File: src/rtl/bcsc_pkg.sv
// bcsc_pkg: shared types, stage codes, register indexes and field widths
// for the battery charge stage controller; no dependencies
package bcsc_pkg;

    localparam int LEVEL_W = 12;
    localparam int DUTY_W  = 8;
    localparam int TIME_W  = 32;
    localparam int CLS_W   = 3;
    localparam int STAGE_W = 3;
    localparam int INDEX_W = 3;

    // charge stages
    localparam logic [STAGE_W-1:0] STG_IDLE = 3'd0;
    localparam logic [STAGE_W-1:0] STG_PRE  = 3'd1;
    localparam logic [STAGE_W-1:0] STG_CC   = 3'd2;
    localparam logic [STAGE_W-1:0] STG_RC   = 3'd3;
    localparam logic [STAGE_W-1:0] STG_TERM = 3'd4;

    // temperature classes
    localparam logic [CLS_W-1:0] CLS_NONE = 3'd0;
    localparam logic [CLS_W-1:0] CLS_COLD = 3'd1;
    localparam logic [CLS_W-1:0] CLS_HOT  = 3'd4;

    // register indexes
    localparam logic [INDEX_W-1:0] REG_LOW_CAPACITY  = 3'd0;
    localparam logic [INDEX_W-1:0] REG_PRECHARGE_EXIT = 3'd1;
    localparam logic [INDEX_W-1:0] REG_FULL          = 3'd2;
    localparam logic [INDEX_W-1:0] REG_RECHARGE      = 3'd3;
    localparam logic [INDEX_W-1:0] REG_FAST_RATE     = 3'd4;
    localparam logic [INDEX_W-1:0] REG_HEATER        = 3'd5;
    localparam logic [INDEX_W-1:0] REG_IDLE_TIMEOUT  = 3'd6;
    localparam logic [INDEX_W-1:0] REG_CHECK_DELAY   = 3'd7;

    typedef struct packed {
        logic [LEVEL_W-1:0] low_capacity_level;
        logic [LEVEL_W-1:0] precharge_exit_level;
        logic [LEVEL_W-1:0] full_level;
        logic [LEVEL_W-1:0] recharge_level;
        logic [DUTY_W-1:0]  fast_rate;
        logic               heater_fitted;
        logic [TIME_W-1:0]  idle_timeout_ms;
        logic [TIME_W-1:0]  check_delay_ms;
    } cfg_t;

    typedef struct packed {
        logic [TIME_W-1:0]  now_ms;
        logic [LEVEL_W-1:0] battery_level;
        logic [LEVEL_W-1:0] charger_level;
        logic [CLS_W-1:0]   temp_bottom;
        logic [CLS_W-1:0]   temp_top;
        logic               in_standby;
    } item_t;

    typedef struct packed {
        logic fast;
        logic full;
        logic disconnect;
        logic fail;
    } flags_t;

    typedef struct packed {
        logic [DUTY_W-1:0]  pwm_duty;
        logic [STAGE_W-1:0] stage_now;
        flags_t             leds;
    } result_t;

endpackage

File: src/rtl/bcsc_cfg.sv
// bcsc_cfg: configuration register file with reset defaults
// depends on bcsc_pkg
module bcsc_cfg (
    input  logic                          clk,
    input  logic                          rst_n,
    input  logic                          wr_en,
    input  logic [bcsc_pkg::INDEX_W-1:0]  wr_index,
    input  logic [bcsc_pkg::TIME_W-1:0]   wr_data,
    output bcsc_pkg::cfg_t                cfg
);

    bcsc_pkg::cfg_t cfg_reg;

    always_ff @(posedge clk or negedge rst_n)
    begin
        if (!rst_n)
        begin
            cfg_reg.low_capacity_level   <= 12'd1000;
            cfg_reg.precharge_exit_level <= 12'd2000;
            cfg_reg.full_level           <= 12'd3500;
            cfg_reg.recharge_level       <= 12'd3300;
            cfg_reg.fast_rate            <= 8'd50;
            cfg_reg.heater_fitted        <= 1'b0;
            cfg_reg.idle_timeout_ms      <= 32'd600000;
            cfg_reg.check_delay_ms       <= 32'd1000;
        end
        else if (wr_en)
        begin
            unique case (wr_index)
                bcsc_pkg::REG_LOW_CAPACITY:
                    cfg_reg.low_capacity_level <= wr_data[bcsc_pkg::LEVEL_W-1:0];
                bcsc_pkg::REG_PRECHARGE_EXIT:
                    cfg_reg.precharge_exit_level <= wr_data[bcsc_pkg::LEVEL_W-1:0];
                bcsc_pkg::REG_FULL:
                    cfg_reg.full_level <= wr_data[bcsc_pkg::LEVEL_W-1:0];
                bcsc_pkg::REG_RECHARGE:
                    cfg_reg.recharge_level <= wr_data[bcsc_pkg::LEVEL_W-1:0];
                bcsc_pkg::REG_FAST_RATE:
                    cfg_reg.fast_rate <= wr_data[bcsc_pkg::DUTY_W-1:0];
                bcsc_pkg::REG_HEATER:
                    cfg_reg.heater_fitted <= wr_data[0];
                bcsc_pkg::REG_IDLE_TIMEOUT:
                    cfg_reg.idle_timeout_ms <= wr_data;
                bcsc_pkg::REG_CHECK_DELAY:
                    cfg_reg.check_delay_ms <= wr_data;
                default:
                    cfg_reg <= cfg_reg;
            endcase
        end
    end

    assign cfg = cfg_reg;

endmodule

File: src/rtl/bcsc_core.sv
// bcsc_core: charge stage state, start time, duty and indicator registers
// with the per-tick update logic; depends on bcsc_pkg
module bcsc_core (
    input  logic              clk,
    input  logic              rst_n,
    input  bcsc_pkg::cfg_t    cfg,
    input  logic              step,
    input  bcsc_pkg::item_t   item,
    output bcsc_pkg::result_t result
);

    logic [bcsc_pkg::STAGE_W-1:0] stage_reg, stage_next;
    logic [bcsc_pkg::TIME_W-1:0]  start_reg, start_next;
    logic [bcsc_pkg::DUTY_W-1:0]  duty_reg, duty_next;
    bcsc_pkg::flags_t             flags_reg, flags_next;

    logic [bcsc_pkg::TIME_W-1:0]  elapsed;
    logic [bcsc_pkg::DUTY_W-1:0]  half_rate;
    logic                         hot;
    logic                         cold;
    logic                         pack_absent;
    logic                         settled;
    logic                         chg_low;

    assign elapsed     = item.now_ms - start_reg;
    assign half_rate   = cfg.fast_rate >> 1;
    assign hot         = (item.temp_bottom >= bcsc_pkg::CLS_HOT)
                         || (item.temp_top >= bcsc_pkg::CLS_HOT);
    assign cold        = (item.temp_bottom == bcsc_pkg::CLS_COLD)
                         || (item.temp_top == bcsc_pkg::CLS_COLD);
    assign pack_absent = (item.temp_bottom == bcsc_pkg::CLS_NONE)
                         && (item.temp_top == bcsc_pkg::CLS_NONE);
    assign settled     = (elapsed >= cfg.check_delay_ms);
    assign chg_low     = (item.charger_level < item.battery_level);

    always_comb
    begin
        stage_next = stage_reg;
        start_next = start_reg;
        duty_next  = duty_reg;
        flags_next = flags_reg;
        if (pack_absent)
        begin
            duty_next             = '0;
            flags_next.fast       = 1'b0;
            flags_next.disconnect = 1'b1;
            stage_next            = bcsc_pkg::STG_IDLE;
        end
        else if (!item.in_standby)
        begin
            duty_next       = '0;
            flags_next.fail = 1'b0;
            flags_next.fast = 1'b0;
            flags_next.full = 1'b0;
            stage_next      = bcsc_pkg::STG_IDLE;
            start_next      = item.now_ms;
        end
        else if (hot || (cfg.heater_fitted && cold))
        begin
            duty_next       = '0;
            flags_next.fast = 1'b0;
            flags_next.full = 1'b0;
            stage_next      = bcsc_pkg::STG_IDLE;
            start_next      = item.now_ms;
        end
        else
        begin
            unique case (stage_reg)
                bcsc_pkg::STG_IDLE:
                begin
                    if (item.battery_level <= cfg.low_capacity_level)
                    begin
                        if (elapsed < cfg.idle_timeout_ms)
                        begin
                            duty_next = half_rate;
                        end
                        else
                        begin
                            duty_next             = '0;
                            flags_next.disconnect = 1'b1;
                        end
                    end
                    else
                    begin
                        duty_next       = half_rate;
                        flags_next.fast = 1'b1;
                        stage_next      = bcsc_pkg::STG_PRE;
                        start_next      = item.now_ms;
                    end
                end
                bcsc_pkg::STG_PRE:
                begin
                    if (item.battery_level >= cfg.precharge_exit_level)
                    begin
                        duty_next       = cfg.fast_rate;
                        flags_next.fast = 1'b1;
                        stage_next      = bcsc_pkg::STG_CC;
                        start_next      = item.now_ms;
                    end
                    else if (item.battery_level < cfg.low_capacity_level)
                    begin
                        duty_next             = '0;
                        flags_next.fast       = 1'b0;
                        flags_next.disconnect = 1'b1;
                        stage_next            = bcsc_pkg::STG_IDLE;
                        start_next            = item.now_ms;
                    end
                    else if (settled)
                    begin
                        flags_next.fail = chg_low;
                    end
                end
                bcsc_pkg::STG_CC:
                begin
                    if (item.battery_level >= cfg.full_level)
                    begin
                        duty_next       = '0;
                        flags_next.fast = 1'b0;
                        flags_next.full = 1'b1;
                        stage_next      = bcsc_pkg::STG_TERM;
                        start_next      = item.now_ms;
                    end
                    else if (settled)
                    begin
                        flags_next.fail = chg_low;
                    end
                end
                bcsc_pkg::STG_RC:
                begin
                    if (item.battery_level >= cfg.full_level)
                    begin
                        duty_next       = '0;
                        flags_next.full = 1'b1;
                        stage_next      = bcsc_pkg::STG_TERM;
                        start_next      = item.now_ms;
                    end
                    else if (item.battery_level <= cfg.recharge_level)
                    begin
                        duty_next       = cfg.fast_rate;
                        flags_next.fast = 1'b1;
                        stage_next      = bcsc_pkg::STG_CC;
                        start_next      = item.now_ms;
                    end
                    else if (settled)
                    begin
                        flags_next.fail = chg_low;
                    end
                end
                bcsc_pkg::STG_TERM:
                begin
                    if (settled && (item.battery_level < cfg.recharge_level))
                    begin
                        duty_next  = half_rate;
                        stage_next = bcsc_pkg::STG_RC;
                    end
                end
                default:
                begin
                    stage_next = bcsc_pkg::STG_IDLE;
                end
            endcase
        end
    end

    always_ff @(posedge clk or negedge rst_n)
    begin
        if (!rst_n)
        begin
            stage_reg <= bcsc_pkg::STG_IDLE;
            start_reg <= '0;
            duty_reg  <= '0;
            flags_reg <= '0;
        end
        else if (step)
        begin
            stage_reg <= stage_next;
            start_reg <= start_next;
            duty_reg  <= duty_next;
            flags_reg <= flags_next;
        end
    end

    assign result.pwm_duty  = duty_next;
    assign result.stage_now = stage_next;
    assign result.leds      = flags_next;

    // stage register only holds defined stages
    a_stage_legal: assert property (@(posedge clk) disable iff (!rst_n)
        stage_reg <= bcsc_pkg::STG_TERM)
        else $error("stage register out of range");

    // terminated stage never drives the charger
    a_term_no_drive: assert property (@(posedge clk) disable iff (!rst_n)
        stage_reg == bcsc_pkg::STG_TERM |-> duty_reg == '0)
        else $error("duty nonzero in terminated stage");

    // disconnect indicator is sticky until reset
    a_disc_sticky: assert property (@(posedge clk) disable iff (!rst_n)
        !$fell(flags_reg.disconnect))
        else $error("disconnect indicator cleared");

    // state moves only on a tick
    a_hold_idle: assert property (@(posedge clk) disable iff (!rst_n)
        !step |=> $stable(stage_reg) && $stable(start_reg) && $stable(duty_reg))
        else $error("state changed without a tick");

endmodule

File: src/rtl/battery_charge_stage_controller.sv
// battery_charge_stage_controller: top level with input register, stage core
// and result register; depends on bcsc_pkg, bcsc_cfg and bcsc_core
//
// A tick is first captured in the input register, then the stage logic (a
// handful of level compares and one 32-bit elapsed-time subtract) updates the
// stage state and loads the result register in the same edge, from which the
// result leaves. Either register frees when the stage after it takes its
// content, so the block sustains one tick per cycle while the result side
// keeps up.
// Configuration writes are always ready and must be made while no tick is in
// flight.
module battery_charge_stage_controller (
    input  logic                         clk,
    input  logic                         rst_n,
    input  logic                         s_axis_tvalid,
    output logic                         s_axis_tready,
    // now_ms[31:0], battery_level[43:32], charger_level[55:44],
    // temp_bottom[58:56], temp_top[61:59], in_standby[62], zero[63]
    input  logic [63:0]                  s_axis_tdata,
    output logic                         m_axis_tvalid,
    input  logic                         m_axis_tready,
    // pwm_duty[7:0], stage_now[10:8], led_fast[11], led_full[12],
    // led_disconnect[13], led_fail[14], zero[15]
    output logic [15:0]                  m_axis_tdata,
    input  logic                         cfg_valid,
    output logic                         cfg_ready,
    input  logic [bcsc_pkg::INDEX_W-1:0] cfg_index,
    input  logic [bcsc_pkg::TIME_W-1:0]  cfg_data
);

    bcsc_pkg::cfg_t    cfg;
    bcsc_pkg::item_t   in_item_reg;
    bcsc_pkg::result_t result;
    bcsc_pkg::result_t out_reg;
    logic              in_valid_reg;
    logic              out_valid_reg;
    logic              advance;
    logic              step;

    assign cfg_ready     = 1'b1;
    assign advance       = !out_valid_reg || m_axis_tready;
    assign step          = in_valid_reg && advance;
    assign s_axis_tready = !in_valid_reg || advance;

    bcsc_cfg u_cfg (
        .clk      (clk),
        .rst_n    (rst_n),
        .wr_en    (cfg_valid && cfg_ready),
        .wr_index (cfg_index),
        .wr_data  (cfg_data),
        .cfg      (cfg)
    );

    bcsc_core u_core (
        .clk    (clk),
        .rst_n  (rst_n),
        .cfg    (cfg),
        .step   (step),
        .item   (in_item_reg),
        .result (result)
    );

    always_ff @(posedge clk or negedge rst_n)
    begin
        if (!rst_n)
        begin
            in_valid_reg <= 1'b0;
        end
        else if (s_axis_tready)
        begin
            in_valid_reg <= s_axis_tvalid;
        end
    end

    always_ff @(posedge clk)
    begin
        if (s_axis_tready && s_axis_tvalid)
        begin
            in_item_reg.now_ms        <= s_axis_tdata[31:0];
            in_item_reg.battery_level <= s_axis_tdata[43:32];
            in_item_reg.charger_level <= s_axis_tdata[55:44];
            in_item_reg.temp_bottom   <= s_axis_tdata[58:56];
            in_item_reg.temp_top      <= s_axis_tdata[61:59];
            in_item_reg.in_standby    <= s_axis_tdata[62];
        end
    end

    always_ff @(posedge clk or negedge rst_n)
    begin
        if (!rst_n)
        begin
            out_valid_reg <= 1'b0;
        end
        else if (advance)
        begin
            out_valid_reg <= in_valid_reg;
        end
    end

    always_ff @(posedge clk)
    begin
        if (step)
        begin
            out_reg <= result;
        end
    end

    assign m_axis_tvalid = out_valid_reg;
    assign m_axis_tdata  = {1'b0,
                            out_reg.leds.fail,
                            out_reg.leds.disconnect,
                            out_reg.leds.full,
                            out_reg.leds.fast,
                            out_reg.stage_now,
                            out_reg.pwm_duty};

    // a held input register means the result side is stalled
    a_in_stall: assert property (@(posedge clk) disable iff (!rst_n)
        !s_axis_tready |-> in_valid_reg && out_valid_reg && !m_axis_tready)
        else $error("input stalled without a stalled result");

    // a pending input always reaches the result register on a free slot
    a_step_loads: assert property (@(posedge clk) disable iff (!rst_n)
        step |=> out_valid_reg)
        else $error("tick processed but no result pending");

endmodule
File: config.mk
export PLATFORM = sky130hd
export DESIGN_NAME = battery_charge_stage_controller
export DESIGN_NICKNAME = d
export VERILOG_FILES = /design/src/rtl/bcsc_pkg.sv /design/src/rtl/bcsc_cfg.sv /design/src/rtl/bcsc_core.sv /design/src/rtl/battery_charge_stage_controller.sv
export SDC_FILE = /design/constraint.sdc
export NUM_CORES = 1
export LEC_CHECK = 0
export BUFFER_PORTS_ARGS = -buffer_cell sky130_fd_sc_hd__buf_2
export CAP_MARGIN = 20
export CORE_ASPECT_RATIO = 1.5
export CORE_UTILIZATION = 65
export DETAILED_ROUTE_END_ITERATION = 8
export GPL_TIMING_DRIVEN = 0
export HOLD_SLACK_MARGIN = 0.15
export PLACE_DENSITY = 0.94
export REMOVE_ABC_BUFFERS = 1
export SYNTH_ARGS = -nofsm -noshare
export SYNTH_HDL_FRONTEND = slang
export SYNTH_SLANG_ARGS = --single-unit
File: constraint.sdc
create_clock -name clk -period 14.9 [get_ports clk]
set_input_delay 0.745 -clock clk [delete_from_list [all_inputs] [get_ports clk]]
set_output_delay 0.745 -clock clk [all_outputs]
set_load 0.02 [all_outputs]
======== After elaboration in Yosys (flattened, before gate mapping) ========
Cells that the tools add are included.
Widths: inputs -> output; s select.
storage, ports and cells
  register bits ........................... 248
  output and inout bits ................... 19
  logic and storage cells ................. 146
cells by class
  add/sub/neg operators ................... 1
  magnitude comparators ................... 11
  equal/unequal tests ..................... 18
  mux-type cells .......................... 61
  bitwise gates (word level) .............. 1
  reduce and logical (&&, ||, !) cells .... 25
operators by type and width
  operator            number
  $mux 32             8
  $pmux 32 s4         1
  $mux 8              9
  $pmux 8 s5          1
  $lt 12x12->1        3
  $ge 32x32->1        1
  $lt 32x32->1        1
  $sub 32x32->32      1
  $mux 3              10
  $ge 12x12->1        2
  $le 12x12->1        2
  $mux 1              20
  $reduce_and 2->1    8
  $eq 3x3->1 const B  5
  $pmux 3 s5          1
  $mux 7              2
  $eq 3x1->1 const B  4
  $eq 3x2->1 const B  4
  $logic_not 3->1     4
  $mux 2              5
  $ne 5x2->1 const B  2
  $reduce_and 7->1    1
  $ge 3x3->1 const B  2
  $ne 6x1->1 const B  1
  other kinds (9)     19

======== Longest topological paths before layout ========
Gate-level depths: netlist of the first run.
  depth after elaboration ................. 9
  gate-level depth with buffers ........... 23

======== Modules after synthesis ========
Synthesis of the first run repeated with hierarchy kept, for this count alone.
unflattened totals
  cell total of the unflattened synthesis .. 1247
  area total of the unflattened synthesis .. 14420.1 sq um
modules (own cells, without submodules)
  module                           instances  cells an instance  area an instance (sq um)
  bcsc_core                        1          896                7140.6
  bcsc_cfg                         1          261                4810.9
  battery_charge_stage_controller  1          90                 2468.6

======== Worst setup path after synthesis of the first run ========
Ideal clock, no wire load.
  path type ............................... flip-flop to flip-flop
  from .................................... reg in_item_reg[31] (netlist bit)
  to ...................................... reg out_reg, in the netlist m_axis_tdata[6] (data pin)
  setup time .............................. 0.261 ns
  data arrival time ....................... 4.492 ns
  path slack .............................. 10.148 ns
  stages on the path, launching flop included .. 24
  buffers on the path ..................... 0
  cell sequence ........................... edfxtp_1 -> inv_1 -> ha_1 -> inv_1 -> fa_1 -> a21oi_1 -> o211ai_1 -> a31oi_1 -> nand4_1 -> and3_1 -> nor4_1 -> o21ai_0 -> o41ai_1 -> xnor2_1 -> ha_1 -> nand4_1 -> nor4_1 -> nand4_1 -> a211oi_1 -> nor4_1 -> o21ai_0 -> nor2b_2 -> nor2_1 -> a221o_1
RTL lines
  what                  line                                    source
  from (decl)           battery_charge_stage_controller.sv:32   bcsc_pkg::item_t in_item_reg;
  to (signal assigned)  battery_charge_stage_controller.sv:104  out_reg <= result;
  to (decl)             battery_charge_stage_controller.sv:34   bcsc_pkg::result_t out_reg;

==> results of run 1 <==
==> worst register-to-register path: cells and delay by family, from the launching register on <==
kind | cells | cell delay (ns)
AND/OR/NAND/NOR | 9 | 2.58
buffers and inverters | 2 | 0.13
XOR/XNOR | 1 | 0.19
flip-flops | 1 | 0.38
adder cells (fa/ha/maj) | 3 | 0.94
AO/OA/AOI/OAI | 8 | 2.28
==> routing by layer <==
layer	GRT usage [%]	share of wire [%]
met1	32.57	36
met2	55.46	53
met3	4.020	4.8
met4	18.07	5.5
met5	0	0
==> cell usage after synthesis (all sizes together), types with 6 or more instances <==
master,count,area [um^2]
a2111oi,7,80.08
a211oi,7,62.56
a21o,19,142.6
a21oi,66,334.1
a221o,10,107.6
a31oi,10,62.56
and3,10,65.06
and4,6,52.55
buf,8,61.30
clkbuf,20,75.07
dfrtp,128,3203
dfstp,42,1104
edfxtp,78,2342
ha,153,1914
inv,175,656.9
mux2,117,1325
nand2,91,344.1
nand2b,13,88.83
nand3,19,95.09
nand4,19,118.9
nor2,48,180.2
nor2b,11,71.32
nor3,13,70.07
o211ai,9,72.57
o21a,11,82.58
o21ai,72,360.4
o31ai,9,72.57
xnor2,15,131.4
xor2,11,96.34
==> how the worst max path moves through the flow <==
stage | slack (ns) | cells past startpoint | to | start
5_1_grt | 8.00 | 23 | m_axis_tdata[0] | in_item_reg[31]
6_report | 8.17 | 23 | m_axis_tdata[0] | in_item_reg[31]
3_3_place_gp | 8.50 | 23 | m_axis_tdata[0] | in_item_reg[31]
3_5_place_dp | 8.42 | 23 | m_axis_tdata[0] | in_item_reg[31]
2_1_floorplan | 10.15 | 23 | m_axis_tdata[6] | in_item_reg[31]
4_1_cts | 8.29 | 23 | m_axis_tdata[0] | in_item_reg[31]
==> layout make-up <==
| class | instances | area, um^2 |
|---|---|---|
| fill | 1335 | 5315 |
| multi-input combinational | 820 | 6563 |
| clock inverter | 12 | 93.84 |
| timing repair buffer | 129 | 752.0 |
| inverter | 176 | 660.6 |
| tap | 268 | 335.3 |
| clock buffer | 32 | 693.2 |
| sequential | 248 | 6649 |
| antenna | 1 | 2.502 |
==> layout by cell type, fill, tap and decap left out, drive strengths merged, types with 10 or more instances in the layout <==
cell type,Yosys,layout
ha,153,153
a21o,19,19
o21ai,72,72
a31oi,10,10
clkbuf,20,32
o21a,11,11
dfstp,42,42
buf,8,129
edfxtp,78,78
nand3,19,19
mux2,117,117
nor3,13,13
inv,175,175
nand2,91,91
and3,10,10
nand2b,13,13
nand4,19,19
nor2b,11,11
nor2,48,48
dfrtp,128,128
xor2,11,11
a221o,10,10
xnor2,15,15
a21oi,66,66
==> logic make-up (layout without fill, tap and decap cells) <==
group	count (synthesis)	in the layout	synth area share, %
other	2	3	0.05371
multiplexers	118	118	9.547
XOR/XNOR	26	26	1.629
AND/OR/NAND/NOR	262	262	9.476
adder cells (fa/ha/maj)	154	154	13.83
AO/OA/AOI/OAI	258	258	12.21
buffers and inverters	204	349	5.700
flip-flops	248	248	47.55
==> power groups by stage <==
stage | registers, mW | logic [mW] | clock network (mW)
floorplan | 0.887 | 0.567 | 0
global placement | 0.894 | 0.729 | 0
detailed placement | 0.902 | 0.789 | 0
CTS | 0.891 | 0.810 | 0.617
global route | 0.903 | 0.914 | 0.645
finish | 0.891 | 0.827 | 0.610
==> impl_summary.log, run 1 <==
INFO  metric grt_max_degree = 89
INFO  metric unrepaired_setup_endpoints_after_global_routing = false
INFO  metric min_period_over_period = 45.18%
INFO  metric final_core_util = 74.77%
INFO  metric largest_reg_flops = 121
INFO  metric placement.io_buffers = 119
INFO  metric timing.rr.start = in_item_reg[31]
INFO  metric average_wire_per_cell_in_the_routed_design = 19.42 um
INFO  metric post_cts_setup_buffers = 0
INFO  metric power.ir.vdd_worst = 0.1181 mV
INFO  metric cp_slowest_cell = sky130_fd_sc_hd__nor4_1
INFO  metric drt-total-wl = 32.74 mm
INFO  metric floorplan.initialDensity = 66.39%
INFO  metric holdBufCountCts = 0
INFO  metric cts.path.max_buffers = 3
INFO  metric critical_path.reg2reg.endpoint = m_axis_tdata[0]
INFO  metric clkSinkCount = 248
INFO  metric status = finished clean
INFO  metric synth-main-ff-cell = sky130_fd_sc_hd__dfrtp_1
INFO  metric tritoncts = yes
INFO  metric timing_worst_slew_pin_value = 0.9137 ns
INFO  metric clock_input_transition_at_the_sequential_cells_of_the_worst_setup_and_hold_paths = 0.06 ns
INFO  metric syn-instance-count = 1272
INFO  metric placementRows = 65
INFO  metric gr-total-overflow = 0
INFO  metric place.detailed.hpwl = 23.39 mm
INFO  metric timing.final.hold_violations = 0
INFO  metric postCtsResizedCells = 0
INFO  metric fin_cells = 1686
INFO  metric endpoint_kind = register
INFO  metric die-height = 181.6 um
INFO  metric final_nets = 1657
INFO  metric fin_crit = 6.732 ns
INFO  metric finalPower = 2.329 mW
INFO  metric clk-insertion-delay-late = 0.52 ns
INFO  metric critical-path-top-delay-family = simple AND/OR/NAND/NOR gates
INFO  metric placement.cell_area = 14960 um^2
INFO  metric mappedNetlistArea = 13980 um^2
INFO  metric layout-area-overhead-vs-synth = 12.63%
INFO  metric worst-path-buf-inv = 2
INFO  metric dp_worst_setup_slack = 8.417 ns
INFO  metric drt_pass1_iterations = 5
INFO  metric grt_usage = 30.34%
INFO  metric power.net_switching = 802.4 uW
INFO  metric viasPerCell = 6.218
INFO  metric fp.coreArea = 21060 um^2
INFO  metric seq_power_share = 38.3%
INFO  metric final_weighted_congestion_in_routability_driven_placement = 0.9219
INFO  metric ctsRootBufferMaster = sky130_fd_sc_hd__clkbuf_16
INFO  metric report.final.slew_viol_count = 0
INFO  metric die_area = 22120 um^2
INFO  metric drtIter0Drc = 804
INFO  metric critical_path.max_stage_delay = 0.58 ns
INFO  metric syn_avg_cell_area = 10.99 um^2
INFO  metric max_cap_violations = 0
INFO  metric ff2ff_setup_slack = 8.17 ns
INFO  metric power_switching_share = 34.46%
INFO  metric route.vias.total = 10480
INFO  metric min_path_type = in2async
INFO  metric htree_levels = 1
INFO  metric design_area = 15750 um^2
INFO  metric finalWorstSetupSlack = 8.168 ns
INFO  metric timing.reg2reg.worst_path_depth = 23
INFO  metric io-pin-count = 123
INFO  metric crit_chain = inv_1 > ha_1 > inv_1 > fa_1 > a21oi_1 > o211ai_1 > a31oi_1 > nand4_1 > and3_1 > nor4_1 > o21ai_0 > o41ai_1 > xnor2_1 > ha_1 > nand4_1 > nor4_1 > nand4_1 > a211oi_1 > nor4_1 > o21ai_0 > nor2b_2 > nor2_1 > a221o_1
INFO  metric synth_warnings = 0
INFO  metric pwr_density_cell = 147.9 nW/um^2
INFO  metric total_negative_slack_for_setup_checks = 0 ns
INFO  metric slew-limit-headroom = 38.53%
INFO  metric grt_pass1_wl = 52.54 mm
INFO  metric hold-worst-slack = 0.2236 ns
INFO  metric crit_fanout = 7
INFO  metric timing_worst_setup_path_type = reg2reg
INFO  metric floorplan.die.width = 121.8 um
INFO  metric power.share.clock = 26.2%
INFO  metric post_synthesis_async_set_or_reset_flop_share = 68.55%
INFO  metric synth_sequential_area_ratio = 47.55%
INFO  metric final_antenna_net_count = 0
INFO  metric final.setup_skew = 0.01069 ns
INFO  metric remaining_drc_errors = 0
INFO  metric placed_cells_incl_taps = 1641
INFO  metric power.share.combinational = 35.5%
INFO  metric synth_edf_count = 78
INFO  metric max_frequency = 0.1485 GHz
INFO  metric layout-drive-gt1-share = 25.34%
INFO  metric number_of_antenna_violations_at_the_first_check_in_global_routing = 1
INFO  metric required = 15.16 ns
INFO  metric cp.arrival = 6.99 ns
INFO  metric ys_types = 79
INFO  metric postSynthRegisterBits = 248
INFO  metric total_leakage_power = 7.281 nW
INFO  metric startpoint_type = register
INFO  metric cts-buffers-inserted = 24
INFO  metric setup_violations = 0
INFO  metric grt_pass1_vias = 11110
INFO  metric internal-power = 1.526 mW
Power figures use the tool's default switching activity.
==> run 2: changes to the inputs <==
ABC_AREA = 1   (was unset)
CORE_UTILIZATION = 55   (was 65)
PLACE_DENSITY = 0.85   (was 0.94)
clock period = 5.88 ns   (was 14.9 ns; I/O delays follow)
==> impl_summary.log, run 2 <==
INFO  metric io-pin-count = 123 (unchanged)
INFO  metric post_cts_setup_buffers = 0 (unchanged)
INFO  metric viasPerCell = 5.375 (-14%)
INFO  metric unrepaired_setup_endpoints_after_global_routing = false
INFO  metric critical_path.max_stage_delay = 0.42 ns (-0.16 ns)
INFO  metric timing.hold.worst.start = cfg_data[0]
INFO  metric register_area = 6649 um^2 (unchanged)
INFO  metric synth-main-ff-cell = sky130_fd_sc_hd__dfrtp_1
INFO  metric clkSinkCount = 248 (unchanged)
INFO  metric fin_crit = 4.600 ns (-2.132 ns)
INFO  metric startpoint_type = register
INFO  metric layout-area-overhead-vs-synth = 19.57%
INFO  metric timing.final.hold_violations = 0 (unchanged)
INFO  metric multi_input_comb_area = 6511 um^2 (-0.78%)
INFO  metric critical-path-top-delay-family = simple AND/OR/NAND/NOR gates
INFO  metric synthDominantAreaCellType = sky130_fd_sc_hd__dfrtp_1
INFO  metric post_synthesis_async_set_or_reset_flop_share = 68.55% (unchanged)
INFO  metric synth_edf_count = 78 (unchanged)
INFO  metric required = 6.23 ns (-8.93 ns)
INFO  metric pwr_density_cell = 373.5 nW/um^2 (+150%)
INFO  metric final_core_util = 67.53% (-7.2 points)
INFO  metric post-synth-top-count-cell = sky130_fd_sc_hd__nand2_1
INFO  metric timing_worst_slew_pin_value = 0.7723 ns (-0.1414 ns)
INFO  metric max_frequency = 0.2174 GHz (+46%)
INFO  metric ctsRootBufferMaster = sky130_fd_sc_hd__clkbuf_16
INFO  metric ys_types = 51 (-35%)
INFO  metric place.detailed.hpwl = 24.27 mm (+3.8%)
INFO  metric timing_worst_setup_path_type = reg2reg
INFO  metric cp.arrival = 4.95 ns (-2.04 ns)
INFO  metric drt-total-wl = 34.13 mm (+4.2%)
INFO  metric grt_pass1_vias = 12020 (+8.2%)
INFO  metric route.vias.total = 11690 (+11%)
INFO  metric synthTopCellsByArea = sky130_fd_sc_hd__dfrtp_1, sky130_fd_sc_hd__edfxtp_1, sky130_fd_sc_hd__ha_1
INFO  metric crit_chain = inv_1 > ha_1 > inv_1 > fa_1 > nand3_1 > nand2_1 > a21boi_1 > o21ai_0 > a21boi_0 > o21ai_0 > xor2_1 > ha_1 > nand4_1 > nor2_1 > nand2_1 > nand2_1 > nand2_1 > nand3_1 > nand3_1 > nand2_1 > nand2_1 > a31oi_1
INFO  metric max_cap_violations = 0 (unchanged)
INFO  metric grt_max_degree = 121 (+36%)
INFO  metric cp.depth = 22 (-4.3%)
INFO  metric fill_cells = 2041 (+53%)
INFO  metric fin_cells = 2174 (+29%)
INFO  metric syn-instance-count = 1608 (+26%)
INFO  metric timing.reg2reg.worst_path_depth = 22 (-4.3%)
INFO  metric mappedNetlistArea = 14250 um^2 (+1.9%)
INFO  metric grt_pass1_wl = 55.12 mm (+4.9%)
INFO  metric placementRows = 71 (+9.2%)
INFO  metric endpoint_kind = register
INFO  metric final.setup_skew = 0.02480 ns (+0.01411 ns)
INFO  metric floorplan.die.width = 133.4 um (+9.6%)
INFO  metric min_period_over_period = 78.22% (+33 points)
INFO  metric floorplan.initialDensity = 56.47% (-9.9 points)
INFO  metric drt_pass1_iterations = 8 (+3)
INFO  metric finalPower = 6.363 mW (+170%)
INFO  metric worstHoldPathCells = 3
INFO  metric cp_slowest_cell = sky130_fd_sc_hd__edfxtp_1
INFO  metric critical_path.reg2reg.endpoint = m_axis_tdata[2]
INFO  metric htree_levels = 1 (unchanged)
INFO  metric layout.cells.most_common_list = sky130_fd_sc_hd__nand2_1, sky130_fd_sc_hd__inv_1, sky130_fd_sc_hd__ha_1, sky130_fd_sc_hd__o21ai_0, sky130_fd_sc_hd__dfrtp_1
INFO  metric final_nets = 2085 (+26%)
INFO  metric number_of_antenna_violations_at_the_first_check_in_global_routing = 0 (-1)
INFO  metric die_area = 26570 um^2 (+20%)
INFO  metric critical_path.most_common_cell = sky130_fd_sc_hd__nand2_1
INFO  metric largest_reg_flops = 121 (unchanged)
INFO  metric final_antenna_net_count = 0 (unchanged)
INFO  metric cts.path.max_buffers = 3 (unchanged)
INFO  metric clock_input_transition_at_the_sequential_cells_of_the_worst_setup_and_hold_paths = 0.06 ns (about the same)
INFO  metric cts-buffers-inserted = 25 (+4.2%)
INFO  metric layout.cells.most_common = sky130_fd_sc_hd__nand2_1
INFO  metric drtIter0Drc = 584 (-27%)
INFO  metric synth.top_cell.area_share = 22.48% (-0.42 points)
INFO  metric synth_warnings = 0 (unchanged)
INFO  metric timing.rr.start = in_item_reg[31]
INFO  metric synth_sequential_area_ratio = 46.67% (-0.88 points)
INFO  metric min_path_type = in2reg
INFO  metric setup_violations = 0 (unchanged)
INFO  metric report.final.slew_viol_count = 0 (unchanged)
INFO  metric power.ir.vdd_worst = 0.3126 mV (+160%)
INFO  metric remaining_drc_errors = 0 (unchanged)
INFO  metric layout-drive-gt1-share = 14.84% (-10 points)
INFO  metric antenna_cells = 0 (-1)
INFO  metric status = finished clean
INFO  metric synth_commonest_cells = sky130_fd_sc_hd__nand2_1, sky130_fd_sc_hd__inv_1, sky130_fd_sc_hd__ha_1
INFO  metric grt_usage = 26.24% (-4.1 points)
INFO  metric ff2ff_setup_slack = 1.28 ns (-6.89 ns)
INFO  metric placed_cells_incl_taps = 2027 (+24%)
INFO  metric total_leakage_power = 8.252 nW (+13%)
INFO  metric slew-limit-headroom = 48.37% (+9.8 points)
INFO  metric placement.io_buffers = 119 (unchanged)
INFO  metric worst-path-buf-inv = 2 (unchanged)
INFO  metric fp.coreArea = 25230 um^2 (+20%)
INFO  metric die-height = 199.1 um (+9.6%)
INFO  metric average_wire_per_cell_in_the_routed_design = 15.70 um (-19%)
INFO  metric total_negative_slack_for_setup_checks = 0 ns (unchanged)
INFO  metric clk-insertion-delay-late = 0.54 ns (+0.02 ns)
INFO  metric crit_fanout = 7 (unchanged)
INFO  metric postSynthRegisterBits = 248 (unchanged)
INFO  metric gr-total-overflow = 0 (unchanged)
INFO  metric final_weighted_congestion_in_routability_driven_placement = 0.9098 (-1.3%)
INFO  metric syn_avg_cell_area = 8.860 um^2 (-19%)
INFO  metric hold_path_sink = u_cfg.cfg[0]
INFO  metric tritoncts = yes
run 2: cell types whose count changed after synthesis, moves of 9 or more:
cell / before / now
sky130_fd_sc_hd__a21oi_1: 65 / 125
sky130_fd_sc_hd__nor2b_1: 10 / 0
sky130_fd_sc_hd__mux2_2: 115 / 0
sky130_fd_sc_hd__nand3_1: 19 / 41
sky130_fd_sc_hd__nor2_1: 48 / 121
sky130_fd_sc_hd__a21o_1: 19 / 7
sky130_fd_sc_hd__o21ai_0: 72 / 146
sky130_fd_sc_hd__nor3_1: 12 / 3
sky130_fd_sc_hd__inv_1: 175 / 240
sky130_fd_sc_hd__nand2b_1: 12 / 0
sky130_fd_sc_hd__nor2_2: 0 / 10
sky130_fd_sc_hd__a21oi_2: 1 / 30
sky130_fd_sc_hd__nand2_1: 90 / 325
run 2: logic make-up (layout without fill, tap and decap cells):
| logic type | Yosys count | count (layout) | synth area share (%) |
|---|---|---|---|
| compound gates | 350 | 350 | 13.82 |
| fa+ha+maj | 154 | 154 | 13.58 |
| simple gates | 548 | 548 | 16.40 |
| flops | 248 | 248 | 46.67 |
| other cells | 2 | 2 | 0.05271 |
| xor+xnor | 29 | 29 | 1.783 |
| buf+inv | 277 | 515 | 7.693 |
run 2: cell type report:
cell class                 instances  area share, %
tap                              328          2.409
inverter                         244          5.376
multi-input combinational       1083          38.22
timing repair buffer             225          10.24
clock inverter                    13         0.4553
sequential                       248          39.03
clock buffer                      33          4.274
run 2: tightest hold or removal path, delay by kind of cell:
kind | cells | cell delay (ns)
buffers and inverters | 2 | 0.20
AOI/OAI and AO/OA | 1 | 0.16
run 2: stage by stage:
stage,setup slack [ns],hold slack (ns),cell area [um^2]
3_5_place_dp,1.327,0.2386,15200
3_3_place_gp,1.323,0.4604,15070
5_1_grt,0.9455,0.2036,17040
6_report,1.280,0.1882,17040
2_1_floorplan,2.325,-0.001591,14070
4_1_cts,1.267,0.1989,17010
run 2: worst max path at each step:
stage,start,to
finish,in_item_reg[31],m_axis_tdata[2]
global route,in_item_reg[31],m_axis_tdata[2]
CTS,in_item_reg[31],u_core.duty_reg[6]
detailed placement,in_item_reg[31],m_axis_tdata[4]
global placement,in_item_reg[31],m_axis_tdata[4]
floorplan,in_item_reg[31],m_axis_tdata[0]
run 2: timing repair:
item	CTS	global route
gates resized for setup	0	0
setup endpoints to repair	0	0
endpoints found under the hold margin	196	0
hold buffers	100	0
run 2: routing by layer:
metal  vias up  global-route usage [%]  wire, um
met5         -                       0         0
met4         0                   14.27      1781
met3       116                   2.714      1287
met2       335                   51.33     18580
met1      5473                   27.04     12480
li1       5762                       -         -
run 2: power breakdown:
| group | switching [mW] | total, mW | internal (mW) |
|---|---|---|---|
| combinational | 1.57 | 2.55 | 0.977 |
| clock | 0.682 | 1.56 | 0.877 |
| sequential | 0.133 | 2.25 | 2.12 |
| total | 2.39 | 6.36 | 3.97 |
==> run 3: changes to the inputs <==
clock period = 4.17 ns   (was 5.88 ns; I/O delays follow)
==> impl_summary.log, run 3 (synthesis gave the netlist of run 2 again) <==
INFO  metric layout-area-overhead-vs-synth = 23.29%
INFO  metric total_leakage_power = 8.389 nW (+1.7%)
INFO  metric drt_pass1_iterations = 5 (-3)
INFO  metric drtIter0Drc = 638 (+9.2%)
INFO  metric drt-total-wl = 34.90 mm (+2.3%)
INFO  metric route.vias.total = 11790 (+0.86%)
INFO  metric multi_input_comb_area = 6938 um^2 (+6.6%)
INFO  metric min_path_type = in2async
INFO  metric ctsRootBufferMaster = sky130_fd_sc_hd__clkbuf_16
INFO  metric htree_levels = 1 (unchanged)
INFO  metric grt_max_degree = 121 (unchanged)
INFO  metric cts.path.max_buffers = 3 (unchanged)
INFO  metric design_area = 17570 um^2 (+3.1%)
INFO  metric power.ir.vdd_worst = 0.4592 mV (+47%)
INFO  metric slew-limit-headroom = 48.11% (-0.26 points)
INFO  metric cts-buffers-inserted = 25 (unchanged)
INFO  metric number_of_antenna_violations_at_the_first_check_in_global_routing = 0 (unchanged)
INFO  metric io-pin-count = 123 (unchanged)
INFO  metric final_nets = 2098 (+0.62%)
INFO  metric largest_reg_flops = 121 (unchanged)
INFO  metric register_area = 6649 um^2 (unchanged)
INFO  metric dp_worst_setup_slack = -0.3832 ns (-1.710 ns)
INFO  metric final_antenna_net_count = 0 (unchanged)
INFO  metric floorplan.initialDensity = 56.47% (unchanged)
INFO  metric final_weighted_congestion_in_routability_driven_placement = 0.9098 (unchanged)
INFO  metric die_area = 26570 um^2 (unchanged)
INFO  metric layout.cells.most_common = sky130_fd_sc_hd__nand2_1
INFO  metric pwr_density_cell = 533.1 nW/um^2 (+43%)
INFO  metric grt_pass1_vias = 12060 (+0.28%)
INFO  metric grt_usage = 26.34% (+0.10 points)
INFO  metric finalWorstSetupSlack = 0.08915 ns (-1.191 ns)
INFO  metric timing_worst_setup_path_type = reg2reg
INFO  metric floorplan.die.width = 133.4 um (unchanged)
INFO  metric layout.cells.most_common_list = sky130_fd_sc_hd__nand2_1, sky130_fd_sc_hd__inv_1, sky130_fd_sc_hd__o21ai_0, sky130_fd_sc_hd__ha_1, sky130_fd_sc_hd__dfrtp_1
INFO  metric placement.io_buffers = 119 (unchanged)
INFO  metric place.detailed.hpwl = 24.27 mm (unchanged)
INFO  metric tritoncts = yes
INFO  metric max_cap_violations = 0 (unchanged)
INFO  metric total_negative_slack_for_setup_checks = 0 ns (unchanged)
INFO  metric final.setup_skew = 0.02466 ns (-0.0001330 ns)
INFO  metric status = finished clean
INFO  metric crit_fanout = 8 (+1)
INFO  metric timing.reg2reg.worst_path_depth = 21 (-4.5%)
INFO  metric startpoint_type = register
INFO  metric timing.final.hold_violations = 0 (unchanged)
INFO  metric cp.arrival = 4.32 ns (-0.63 ns)
INFO  metric clk-insertion-delay-late = 0.54 ns (about the same)
INFO  metric clock_input_transition_at_the_sequential_cells_of_the_worst_setup_and_hold_paths = 0.06 ns (about the same)
INFO  metric antenna_cells = 0 (unchanged)
INFO  metric layout-drive-gt1-share = 19.31% (+4.5 points)
INFO  metric endpoint_kind = register
INFO  metric die-height = 199.1 um (unchanged)
INFO  metric grt_pass1_wl = 55.29 mm (+0.30%)
INFO  metric setup_violations = 0 (unchanged)
INFO  metric report.final.slew_viol_count = 0 (unchanged)
INFO  metric fin_crit = 4.081 ns (-0.5188 ns)
INFO  metric placement.cell_area = 15200 um^2 (unchanged)
INFO  metric viasPerCell = 5.390 (+0.26%)
INFO  metric remaining_drc_errors = 0 (unchanged)
INFO  metric min_period_over_period = 97.86% (+20 points)
INFO  metric average_wire_per_cell_in_the_routed_design = 15.96 um (+1.7%)
INFO  metric required = 4.41 ns (-1.82 ns)
INFO  metric fp.coreArea = 25230 um^2 (unchanged)
INFO  metric gr-total-overflow = 0 (unchanged)
INFO  metric max_frequency = 0.2450 GHz (+13%)
INFO  metric timing_worst_slew_pin_value = 0.7762 ns (+0.003876 ns)
INFO  metric placementRows = 71 (unchanged)
INFO  metric fill_cells = 1969 (-3.5%)
INFO  metric clkSinkCount = 248 (unchanged)
==> run 3: stage by stage <==
stage	hold slack [ns]	cells	total power, mW	util (%)
2_1_floorplan	-0.08709	1575	5.731	-
3_3_place_gp	0.3843	2022	6.494	59.75
3_5_place_dp	0.1531	2027	6.668	60.26
4_1_cts	0.1887	2177	9.040	67.76
5_1_grt	0.2067	2187	10.05	69.62
6_report	0.1758	2187	9.365	69.62
==> run 3: what timing repair did <==
action                                 in CTS  in global routing
gates resized for setup                    14                 80
buffers inserted                            2                  9
hold buffers                              102                  0
pin swaps                                   7                 40
setup endpoints to repair                  24                 26
endpoints found under the hold margin     302                  0
==> run 3: layout make-up <==
| type | instances | area share, % |
|---|---|---|
| clock inverters | 13 | 0.4416 |
| multi-input cells | 1083 | 39.50 |
| inverters | 244 | 5.214 |
| clock buffers | 33 | 4.146 |
| well taps | 328 | 2.336 |
| flip-flops and latches | 248 | 37.85 |
| repair buffers | 238 | 10.51 |
==> run 3: where the power goes <==
| part | internal (mW) | switching [mW] | leakage, nW |
|---|---|---|---|
| combinational | 1.57 | 2.41 | 5.25 |
| sequential | 2.99 | 0.194 | 2.73 |
| clock | 1.24 | 0.962 | 0.402 |
| total | 5.80 | 3.57 | 8.39 |
==> run 3: routing by layer <==
metal | vias up | global-route usage [%] | share of wire (%)
li1 | 5777 | - | -
met1 | 5530 | 27.03 | 36
met2 | 340 | 51.08 | 54
met3 | 140 | 2.816 | 3.8
met4 | 0 | 15.45 | 5.9
met5 | - | 0 | 0
==> run 3: path summary, 6_finish.rpt <==
path,end,start,slack (ns)
max,m_axis_tdata[0],in_item_reg[33],0.09
min,u_cfg.cfg[94],rst_n,0.18
max reg2reg,m_axis_tdata[0],in_item_reg[33],0.09
min reg2reg,u_cfg.cfg[48],u_cfg.cfg[48],0.49
max in group asynchronous,u_core.start_reg[25],rst_n,3.05
min in group clk,u_cfg.cfg[17],cfg_index[2],0.20
==> run 3: worst max-delay path, stage by stage, from the launching register on <==
cell                       delay (ns)
sky130_fd_sc_hd__edfxtp_1        0.47
sky130_fd_sc_hd__ha_4            0.28
sky130_fd_sc_hd__a21oi_1         0.23
sky130_fd_sc_hd__nand2_2         0.12
sky130_fd_sc_hd__a31oi_4         0.26
sky130_fd_sc_hd__o21ai_2         0.12
sky130_fd_sc_hd__a21oi_2         0.25
sky130_fd_sc_hd__o21ai_2         0.14
sky130_fd_sc_hd__buf_4           0.15
sky130_fd_sc_hd__xor2_1          0.17
sky130_fd_sc_hd__ha_1            0.32
sky130_fd_sc_hd__nand2_1         0.09
sky130_fd_sc_hd__nor2_4          0.12
sky130_fd_sc_hd__nand4_1         0.12
sky130_fd_sc_hd__nor2_2          0.14
sky130_fd_sc_hd__nand4_1         0.14
sky130_fd_sc_hd__nand3_4         0.17
sky130_fd_sc_hd__nand2_2         0.09
sky130_fd_sc_hd__nand2_4         0.10
sky130_fd_sc_hd__nand2_8         0.10
sky130_fd_sc_hd__nand2_1         0.12
sky130_fd_sc_hd__a31oi_1         0.09
